File: config.mk
export PLATFORM = sky130hd
export DESIGN_NAME = cgts_ctrl
export DESIGN_NICKNAME = d
export VERILOG_FILES = /design/src/rtl/cgts_pkg.sv /design/src/rtl/cgts_ctrl.sv
export SDC_FILE = /design/constraint.sdc
export NUM_CORES = 1
export LEC_CHECK = 0
export BUFFER_PORTS_ARGS = -buffer_cell sky130_fd_sc_hd__buf_2
export CAP_MARGIN = 40
export CORE_AREA = 2 2 53 55
export CTS_CLUSTER_DIAMETER = 120
export DETAILED_ROUTE_END_ITERATION = 7
export DIE_AREA = 0 0 55 57
export HOLD_SLACK_MARGIN = 0.12
export PLACE_DENSITY = 0.72
export SLEW_MARGIN = 15
export SYNTH_ARGS = -nofsm -noshare
export SYNTH_HDL_FRONTEND = slang
export SYNTH_SLANG_ARGS = --single-unit
File: constraint.sdc
create_clock -name clk_i -period 1.9 [get_ports clk_i]
set_input_delay 0.285 -clock clk_i [delete_from_list [all_inputs] [get_ports clk_i]]
set_output_delay 0.285 -clock clk_i [all_outputs]
set_load 0.03 [all_outputs]
File: src/rtl/cgts_pkg.sv
// Shared types and constants for the cuckoo granule tag store.
package cgts_pkg;

  localparam logic [1:0] KIND_CHECK = 2'd0;
  localparam logic [1:0] KIND_SET   = 2'd1;
  localparam logic [1:0] KIND_CLEAR = 2'd2;

  localparam logic [3:0] SHIFT_MAX   = 4'd12;
  localparam logic [3:0] SHIFT_RESET = 4'd4;

  localparam logic [31:0] SALT_MUL_A = 32'h7a5b149e;
  localparam logic [63:0] HASH_MUL_A = 64'h9e3779b97f4a7c15;
  localparam logic [31:0] SALT_MUL_B = 32'ha6b21179;
  localparam logic [63:0] HASH_MUL_B = 64'h6c62272e07bb0142;

  localparam logic [0:0] REG_SHIFT = 1'b0;
  localparam logic [0:0] REG_SALT  = 1'b1;

  // Datapath commands issued by the controller.
  typedef enum logic [3:0] {
    DP_NONE   = 4'd0,
    DP_LOAD   = 4'd1,  // capture the op and align the key
    DP_HASH   = 4'd2,  // not decoded; the hash pipeline runs freely on the key in hand
    DP_READ   = 4'd3,  // issue reads at both hashed rows
    DP_WR_SET = 4'd4,  // overwrite tag of matching slot
    DP_WR_CLR = 4'd5,  // invalidate matching slot
    DP_KICK_A = 4'd6,  // swap hand into first table
    DP_KICK_B = 4'd7,  // swap hand into second table
    DP_CLEAR  = 4'd8,  // clearing pass write
    DP_DONE   = 4'd9   // present the result
  } dp_cmd_e;

  typedef struct packed {
    dp_cmd_e cmd;
    logic    use_b;    // load the result beat from the hand (spill)
  } dp_ctrl_t;

  typedef struct packed {
    logic [1:0] kind;
    logic       hit_a;
    logic       hit_b;
    logic       free_a;
    logic       free_b;
    logic       clr_last;
  } dp_stat_t;

endpackage

File: src/rtl/cgts_ctrl.sv
// Controller: sequences the clearing pass, lookup, update and the eviction walk.
module cgts_ctrl #(
  parameter int MaxKicks = 32
) (
  input  logic               clk_i,
  input  logic               rst_ni,
  input  logic               start_i,
  output logic               busy_o,
  output logic               done_o,
  output cgts_pkg::dp_ctrl_t ctrl_o,
  input  cgts_pkg::dp_stat_t stat_i
);
  import cgts_pkg::*;

  typedef enum logic [11:0] {
    S_CLEAR = 12'b000000000001,
    S_IDLE  = 12'b000000000010,
    S_H1    = 12'b000000000100,
    S_H2    = 12'b000000001000,
    S_RD    = 12'b000000010000,
    S_LOOK  = 12'b000000100000,
    S_KA    = 12'b000001000000,
    S_HB1   = 12'b000010000000,
    S_HB2   = 12'b000100000000,
    S_RDB   = 12'b001000000000,
    S_KB    = 12'b010000000000,
    S_OUT   = 12'b100000000000
  } state_e;

  localparam int KW = $clog2(MaxKicks + 1);

  state_e        state_q, state_d;
  logic [KW-1:0] kick_q, kick_d;
  logic          spill_q, spill_d;
  logic          first_q, first_d;

  always_comb begin
    state_d    = state_q;
    kick_d     = kick_q;
    spill_d    = spill_q;
    first_d    = first_q;
    ctrl_o.cmd   = DP_NONE;
    ctrl_o.use_b = 1'b0;
    unique case (state_q)
      S_CLEAR: begin
        ctrl_o.cmd = DP_CLEAR;
        if (stat_i.clr_last) state_d = S_IDLE;
      end
      S_IDLE: begin
        if (start_i) begin
          ctrl_o.cmd = DP_LOAD;
          kick_d     = '0;
          spill_d    = 1'b0;
          first_d    = 1'b1;
          state_d    = S_H1;
        end
      end
      S_H1: state_d = S_H2;
      S_H2: state_d = S_RD;
      S_RD: begin
        ctrl_o.cmd = DP_READ;
        state_d    = first_q ? S_LOOK : S_KA;
      end
      S_LOOK: begin
        first_d = 1'b0;
        if (stat_i.kind == KIND_SET && !stat_i.hit_a && !stat_i.hit_b) begin
          state_d = S_KA;
        end else begin
          if (stat_i.kind == KIND_SET) ctrl_o.cmd = DP_WR_SET;
          else if (stat_i.kind == KIND_CLEAR) ctrl_o.cmd = DP_WR_CLR;
          state_d = S_OUT;
        end
      end
      S_KA: begin
        ctrl_o.cmd = DP_KICK_A;
        state_d = stat_i.free_a ? S_OUT : S_HB1;
      end
      S_HB1: state_d = S_HB2;
      S_HB2: state_d = S_RDB;
      S_RDB: begin
        ctrl_o.cmd = DP_READ;
        state_d    = S_KB;
      end
      S_KB: begin
        ctrl_o.cmd = DP_KICK_B;
        kick_d     = kick_q + 1'b1;
        if (stat_i.free_b) begin
          state_d = S_OUT;
        end else if (kick_q == KW'(MaxKicks - 1)) begin
          spill_d = 1'b1;
          state_d = S_OUT;
        end else begin
          state_d = S_H1;
        end
      end
      S_OUT: begin
        // Spill loads result from the hand, otherwise the lookup outcome.
        if (spill_q) ctrl_o.use_b = 1'b1;
        else ctrl_o.cmd = DP_DONE;
        state_d = S_IDLE;
      end
      default: state_d = S_IDLE;
    endcase
  end

  always_ff @(posedge clk_i or negedge rst_ni) begin
    if (!rst_ni) begin
      state_q <= S_CLEAR;
      kick_q  <= '0;
      spill_q <= 1'b0;
      first_q <= 1'b0;
      done_o  <= 1'b0;
    end else begin
      state_q <= state_d;
      kick_q  <= kick_d;
      spill_q <= spill_d;
      first_q <= first_d;
      done_o  <= (state_q == S_OUT);
    end
  end

  assign busy_o = (state_q != S_IDLE);

  a_done_after_out: assert property (@(posedge clk_i) disable iff (!rst_ni)
    (state_q == S_OUT) |=> done_o) else $error("done missing");
  a_kick_bound: assert property (@(posedge clk_i) disable iff (!rst_ni)
    kick_q <= KW'(MaxKicks)) else $error("kick count overrun");
  a_start_leaves_idle: assert property (@(posedge clk_i) disable iff (!rst_ni)
    (state_q == S_IDLE && start_i) |=> state_q == S_H1) else $error("no start");
endmodule

==> results_dict.tcl, run 1 <==
set metrics [dict create \
    n_antenna_cell 0 \
    seq_area_um2 528 \
    die-area_mm2 0.00314 \
    io_pins 17 \
    maxCapViolCount 0 \
    place_ws_ns -0.147 \
    first_pass_iters 4 \
    p_per_area_mw_per_mm2 857 \
    cp.arrival_ns 2.04 \
    clk_path_buf_depth 2 \
    met3_length_um 172 \
    grt_max_degree 22 \
    synth_cell_types 42 \
    drt-met1-wl_um 1460 \
    layout.cells.non_filler 228 \
    dpl_cell_area_mm2 0.00164 \
    grt_pass1_wl_um 5710 \
    drt-vias-per-instance 5.83 \
    multi_input_area_um2 782 \
    final_nets 211 \
    core_area_mm2 0.00262 \
    fin_crit_ns 2.33 \
    synth_nets 142 \
    placedCellCount 205 \
    drive_gt1_frac 0.467 \
    totalWireLength_um 3580 \
    die-width_um 55 \
    htree_levels 1 \
    tightestPinTransition_ns 0.479 \
    clkTransAtPathRegs_ns 0.11 \
    synth.cell_area_mm2 0.00125 \
    slew_viol_final 0 \
    drt_iter0_markers 34 \
    setup_viol 6 \
    initial_core_util 0.477 \
    synthArstFlopShare 1.00 \
    dp_hpwl_um 2530 \
    post-route-cell-area_mm2 0.00194 \
    setup_ws_ns -0.426 \
    fillCellCount 192 \
    wl_met2_um 1850 \
    clock-root-buffer "clkbuf_4" \
    rsz0062_at_grt "true" \
    cts_buffers 3 \
    overflow 0 \
    antenna_left 0 \
    cts_num_sinks 21 \
    wire_per_inst_um 15.7 \
    clk_latency_ns 0.32 \
    syn_inst 129 \
    synth_area_per_cell_um2 9.66 \
    cts_tree "done" \
    ys.warnings.count 0 \
    relSlewSlack 0.681 \
    antenna_found_initial 0 \
    area_growth_pct 55.7 \
    skew_ns 0.00368 \
    remaining_drc_errors 0 \
    rows 19 \
    synthFlopType "dfrtp_1" \
    grt_pass1_vias 1278 \
    cellLeakagePower_uw 0.000923 \
    cp-start-kind "flop" \
    hp-class "input port to flop" \
    ys_seq_area_frac 0.423 \
    violations "negative setup slack" \
    worstPathRequired_ns 1.62 \
    hold_viol 0 \
    vdd_drop_max_mv 0.904 \
    max_freq_ghz 0.430 \
    top_layer "met4" \
    endpoint_kind "primary output" \
    vias 1329 \
    synth-edff-count 0 \
    die_y_um 57 \
    fin_crit_sh 1.22 \
    synth_seq_cells 21 \
    io_buffers 16 \
    cp_max_fo 3 \
    track_usage 0.255 \
    fin_util 0.742 \
    run_status "finished with violations" \
    worstSetupPathType "flop to primary output" \
    place_congestion 0.948 \
]
worst max-delay path, stage by stage, from the launching register on:
cell and delay, ns:
dfrtp_1 0.40, or4_4 0.58, nor3_4 0.18, nand3_2 0.13
o311ai_4 0.24, buf_6 0.17
area by class of cell:
cell class	count	area share
multi-input combinational	99	0.403
inverter	6	0.0116
tap	31	0.0200
clock inverter	1	0.00258
timing repair buffer	67	0.279
clock buffer	3	0.0116
sequential	21	0.272
power by group:
group / switching, uW / internal [uW] / total, uW / leakage (uW)
clock network: 146 / 79.2 / 225 / 0.0000177
logic: 447 / 485 / 932 / 0.000626
registers: 25.0 / 480 / 506 / 0.000280
total: 618 / 1040 / 1660 / 0.000923
path summary, 6_finish.rpt:
kind | endpoint | from | slack, ns | cells past startpoint
min | state_q[2] | stat_i[1] | 0.21 | 2
max | ctrl_o[3] | state_q[3] | -0.43 | 5
min reg2reg | kick_q[0] | kick_q[0] | 0.54 | 1
min in group asynchronous | done_o | rst_ni | 0.43 | 2
max in group asynchronous | state_q[1] | rst_ni | 1.12 | 2
max reg2reg | kick_q[3] | state_q[1] | 0.06 | 7
per-stage QoR:
stage | TNS [ns] | total power (uW) | hold slack [ns]
CTS | -1.82 | 1560 | 0.203
finish | -1.64 | 1660 | 0.213
floorplan | -0.133 | 925 | -0.0106
global placement | -0.123 | 1210 | 0.263
global route | -2.24 | 1750 | 0.209
detailed placement | -0.247 | 1230 | 0.270
synth_stat cells (all sizes together) (3+ instances only):
library cell	number	area, um^2
nor3	6	30.0
nand3	7	35.0
dfrtp	20	500
a21oi	4	20.0
o21ai	5	25.0
and4	3	26.3
nand2	5	18.8
nand4	6	52.6
nor2	14	52.6
ha	3	37.5
inv	6	22.5
and2	3	18.8
nor4	5	67.6
nor2b	3	18.8
nor3b	3	22.5
o2111ai	3	26.3
xnor2	3	26.3
kinds of logic after synthesis:
family                     count (synthesis)  share of synthesized area
buffers and inverters                      9                     0.0331
xor gates and xnor gates                   5                     0.0351
adders and majority gates                  3                     0.0301
and+or+nand+nor                           65                      0.333
DFF                                       21                      0.423
AOI/OAI and AO/OA                         26                      0.146
cell usage in the layout (no fill, tap or decap), types with 3 or more instances in the layout:
| master | instances |
|---|---|
| buf_4 | 38 |
| nand2_1 | 5 |
| buf_2 | 10 |
| buf_6 | 15 |
| dfrtp_1 | 19 |
| nor3b_1 | 3 |
| o2111ai_1 | 3 |
| dlygate4sd3_1 | 3 |
| ha_1 | 3 |
| inv_1 | 5 |
| a21oi_1 | 3 |
| nor4_4 | 3 |
| clkbuf_4 | 4 |
| nand4_1 | 5 |
| xnor2_1 | 3 |
| nor2_1 | 13 |
| nor2b_1 | 3 |
| nand3_1 | 5 |
| o21ai_0 | 4 |
| nor3_1 | 4 |
registers in the layout (all words and copies together), names as in the netlist:
| name | count |
|---|---|
| done_o | 1 |
| spill_q | 1 |
| kick_q | 6 |
| state_q | 12 |
| first_q | 1 |
timing repair:
action                                  CTS  global route
pin swaps                                 6             7
endpoints found under the setup margin    8             9
buffers inserted                         12             7
hold endpoints to repair                 22             0
resized for setup                        21            13
hold buffers                              3             0
metal layers:
layer	GRT usage	vias to the layer above
li1	-	622
met2	0.446	41
met5	0	-
met3	0.0314	9
met4	0.101	0
met1	0.309	657
No activity file was read; power rests on OpenSTA's default activity.
==> inputs of run 2 (changes only) <==
GPL_ROUTABILITY_DRIVEN = 0   (was default)
PLACE_DENSITY = 0.78   (was 0.72)
==> results_dict.tcl, run 2 (synthesis gave the netlist of run 1 again) <==
set metrics [dict create \
    skew_ns 0.0148 \
    cp.arrival_ns 2.06 \
    io_buffers 16 \
    violations "negative setup slack" \
    grt_use_met1 0.356 \
    cp-start-kind "flop" \
    p_per_area_mw_per_mm2 898 \
    slew_viol_final 0 \
    cts_buffers 3 \
    relSlewSlack 0.669 \
    fin_crit_sh 1.23 \
    clkTransAtPathRegs_ns 0.13 \
    run_status "finished with violations" \
    clk_latency_ns 0.32 \
    final_nets 209 \
    vdd_drop_max_mv 0.790 \
    largest-register "state_q" \
    endpoint_kind "primary output" \
    io_pins 17 \
    core_area_mm2 0.00262 \
    maxCapViolCount 0 \
    initial_core_util 0.477 \
    fin_util 0.750 \
    worstSetupPathType "flop to primary output" \
    overflow 0 \
    met2_usage 0.495 \
    rsz0062_at_grt "true" \
    largest_reg_flops 12 \
    antenna_left 0 \
    worstPathRequired_ns 1.62 \
    die-area_mm2 0.00314 \
    cts_tree "done" \
    dp_hpwl_um 2630 \
    final_common_cell "buf_4" \
    clock-root-buffer "clkbuf_4" \
    htree_levels 1 \
    layout_common_cells "buf_4, dfrtp_1, buf_6, nor2_1, buf_2" \
    totalWireLength_um 3810 \
    slowest_stage "or4_4" \
    place_ws_ns -0.191 \
    critical_path.top_delay_family "simple AND/OR/NAND/NOR gates" \
    setup_viol 6 \
    fin_hold_ws_ns 0.120 \
    fillCellCount 183 \
    crit_buf_inv 1 \
    cp_max_fo 3 \
    slowest_delay_ns 0.58 \
    track_usage 0.284 \
    reg_top3 "state_q (12), kick_q (6)" \
    max_freq_ghz 0.427 \
    totalNegativeSetupSlack_ns -1.98 \
    hold_viol 0 \
    ff2ff_setup_slack_ns 0 \
    drt_iter0_markers 39 \
    grt_use_met3 0.0340 \
    grt_pass1_wl_um 6470 \
    tightestPinTransition_ns 0.497 \
    die-width_um 55 \
    n_antenna_cell 0 \
    cellLeakagePower_uw 0.000920 \
    grt_max_degree 22 \
    path_cells "or4_4, nor3_4, nand3_2, o311ai_4, buf_6" \
    area_growth_pct 57.3 \
    hp-class "input port to flop" \
    remaining_drc_errors 0 \
    antenna_found_initial 0 \
    cts_num_sinks 21 \
    fin_crit_ns 2.34 \
    die_y_um 57 \
    finalPower_uw 1760 \
    wire_per_inst_um 16.8 \
    clk_path_buf_depth 2 \
    setup_ws_ns -0.442 \
    rows 19 \
    drive_gt1_frac 0.482 \
    first_pass_iters 4 \
    vias 1346 \
    busiest_layer "met2" \
    grt_pass1_vias 1364 \
    drt-vias-per-instance 5.96 \
]
## run 2: cell types whose count changed in the layout (fill, tap and decap cells not counted), sizes merged
| cell | delta |
|---|---|
| dlygate4sd3 | -1 |
| clkinv | -1 |
## run 2: through the flow
step                      instance area (um^2)  instances
after global routing                      1960        226
final                                     1960        226
after CTS                                 1890        227
after floorplan                           1300        129
after global placement                    1640        205
after detailed placement                  1640        205
## run 2: layout make-up
type / count / area, um^2 / share of cell area
multi-input cells: 99 / 825 / 0.421
flip-flops and latches: 21 / 528 / 0.269
repair buffers: 65 / 520 / 0.265
well taps: 31 / 38.8 / 0.0198
clock buffers: 4 / 26.3 / 0.0134
inverters: 6 / 22.5 / 0.0115
## run 2: repair_timing
item | in CTS | in global routing
buffers inserted | 16 | 6
hold endpoints to repair | 21 | 0
gates resized for setup | 24 | 21
hold buffers | 2 | 0
gates cloned | 0 | 0
pin swaps | 10 | 4
endpoints found under the setup margin | 9 | 14
## run 2: worst paths after layout
kind | startpoint | endpoint | cells past startpoint
worst min register to register | kick_q[0] | kick_q[0] | 1
worst max-delay path | state_q[0] | ctrl_o[3] | 5
worst max register to register | state_q[3] | kick_q[5] | 6
max in group asynchronous | rst_ni | state_q[0] | 2
min in group asynchronous | rst_ni | state_q[4] | 2
worst min-delay path | stat_i[2] | state_q[7] | 2
## run 2: power breakdown
group	leakage (uW)	switching (uW)	total, uW	internal [uW]
logic	0.000625	484	1020	541
clock network	0.0000150	150	232	82.1
registers	0.000280	25.0	505	480
total	0.000920	658	1760	1100
## run 2: metal layers
layer	share of wire	vias to the layer above
li1	-	620
met1	0.40	659
met2	0.52	56
met3	0.050	11
met4	0.025	0
met5	0	-
## run 2: worst reg2reg max path: cells and delay by family (launching register included)
family / cells / cell delay, ns
and+or+nand+nor: 3 / 0.94
DFF: 1 / 0.43
buffers and inverters: 2 / 0.33
AOI/OAI and AO/OA: 1 / 0.12
==> inputs of run 3 (changes only) <==
CORE_AREA = 2 2 54 56   (was 2 2 53 55)
DIE_AREA = 0 0 56 58   (was 0 0 55 57)
PLACE_DENSITY = 0.76   (was 0.78)
==> results_dict.tcl, run 3 (synthesis gave the netlist of run 1 again) <==
set metrics [dict create \
    largest_reg_flops 12 \
    overflow 0 \
    crit_start "state_q[0]" \
    slowest_stage "or4_4" \
    crit_end "ctrl_o[3]" \
    cts_buffers 3 \
    worstSetupPathType "flop to primary output" \
    clk_path_buf_depth 2 \
    die_y_um 58 \
    r2r_cells 8 \
    fin_crit_ns 2.31 \
    clkTransAtPathRegs_ns 0.12 \
    fin_hold_ws_ns 0.138 \
    drive_gt1_frac 0.435 \
    area_growth_pct 47.2 \
    dp_hpwl_um 2440 \
    grt_pass1_vias 1306 \
    n_antenna_cell 0 \
    reg_top3 "state_q (12), kick_q (6)" \
    vias 1273 \
    run_status "finished with violations" \
    relSlewSlack 0.693 \
    antenna_left 0 \
    largest-register "state_q" \
    dpl_cell_area_mm2 0.00161 \
    die-area_mm2 0.00325 \
    max_freq_ghz 0.433 \
    first_pass_iters 5 \
    setup_viol 7 \
    drt_iter0_markers 57 \
    clock-root-buffer "clkbuf_4" \
    initial_core_util 0.468 \
    layout.cells.non_filler 217 \
    remaining_drc_errors 0 \
    die-width_um 56 \
    ff2ff_setup_slack_ns -0.01 \
    r2r_end "kick_q[3]" \
    setup_ws_ns -0.408 \
    skew_ns 0.00477 \
    totalWireLength_um 3390 \
    grt_max_degree 22 \
    track_usage 0.232 \
    totalNegativeSetupSlack_ns -1.55 \
    slew_viol_final 0 \
    io_pins 17 \
    io_buffers 16 \
    p_per_area_mw_per_mm2 907 \
    htree_levels 1 \
    clk_latency_ns 0.31 \
    endpoint_kind "primary output" \
    rsz0062_at_grt "true" \
    cts_tree "done" \
    cp.arrival_ns 2.02 \
    vdd_drop_max_mv 0.757 \
    cellLeakagePower_uw 0.000871 \
    final_nets 200 \
    worstPathRequired_ns 1.62 \
    grt_pass1_wl_um 5820 \
    cts_num_sinks 21 \
    antenna_found_initial 0 \
    violations "negative setup slack" \
    hp-class "input port to flop" \
    maxCapViolCount 0 \
    timing.rr.start "state_q[0]" \
    fin_crit_sh 1.21 \
    hold_viol 0 \
    final_common_cell "buf_4" \
    core_area_mm2 0.00266 \
    placedCellCount 201 \
    cp-start-kind "flop" \
    cp_max_fo 3 \
    layout_common_cells "buf_4, dfrtp_1, nor2_1, buf_2, buf_6" \
    slowest_delay_ns 0.57 \
    rows 19 \
    wire_per_inst_um 15.6 \
    drt-vias-per-instance 5.87 \
    post-route-cell-area_mm2 0.00183 \
    path_cells "or4_4, nor3_4, nand3_2, o311ai_4, buf_6" \
    tightestPinTransition_ns 0.461 \
]
run 3: changes by cell type in the layout (fill, tap and decap cells not counted), moves of 2 or more:
| cell | before | now |
|---|---|---|
| and4_1 | 1 | 3 |
| and4_4 | 2 | 0 |
| buf_4 | 39 | 36 |
| buf_6 | 14 | 7 |
run 3: power by group:
group / switching, uW / leakage [uW] / internal [uW]
sequential: 24.3 / 0.000278 / 481
combinational: 456 / 0.000576 / 488
clock: 136 / 0.0000177 / 78.7
run 3: through the flow:
stage,power [uW],util,worst slack (ns)
final,1660,0.689,-0.408
after global routing,1760,0.689,-0.475
after CTS,1640,0.679,-0.414
after detailed placement,1230,0.605,-0.145
after global placement,1200,0.605,-0.109
after floorplan,925,-,-0.116
run 3: worst max-delay path, delay by kind of cell (launching register included):
family,cells,cell delay [ns]
simple gates,3,0.88
flops,1,0.39
compound gates,1,0.26
buf+inv,1,0.17
run 3: worst min-delay path by stage:
stage / startpoint / to / slack [ns] / depth (start not counted)
final: stat_i[2] / state_q[7] / 0.14 / 2
after global routing: stat_i[2] / state_q[7] / 0.13 / 2
after CTS: stat_i[2] / state_q[7] / 0.13 / 2
after detailed placement: rst_ni / state_q[3] / 0.26 / 1
after global placement: rst_ni / state_q[4] / 0.26 / 1
after floorplan: rst_ni / done_o / -0.01 / 0
run 3: cell type report:
type | instances | area, um^2
clock buffers | 3 | 22.5
clock inverters | 1 | 5.00
fillers | 193 | 828
inverters | 6 | 22.5
multi-input cells | 99 | 792
flip-flops and latches | 21 | 529
well taps | 31 | 38.8
repair buffers | 56 | 424
run 3: repair_timing:
action,in CTS,in global routing
hold buffers,2,0
gates resized for setup,21,5
pin swaps,13,5
setup buffers,10,2
hold endpoints to repair,21,0
endpoints found under the setup margin,8,9
run 3: routing by layer:
layer | GRT usage | routed length [um] | vias to the layer above
li1 | - | - | 601
met1 | 0.273 | 1380 | 629
met2 | 0.427 | 1810 | 37
met3 | 0.0402 | 152 | 6
met4 | 0.0816 | 43 | 0
met5 | 0 | 0 | -
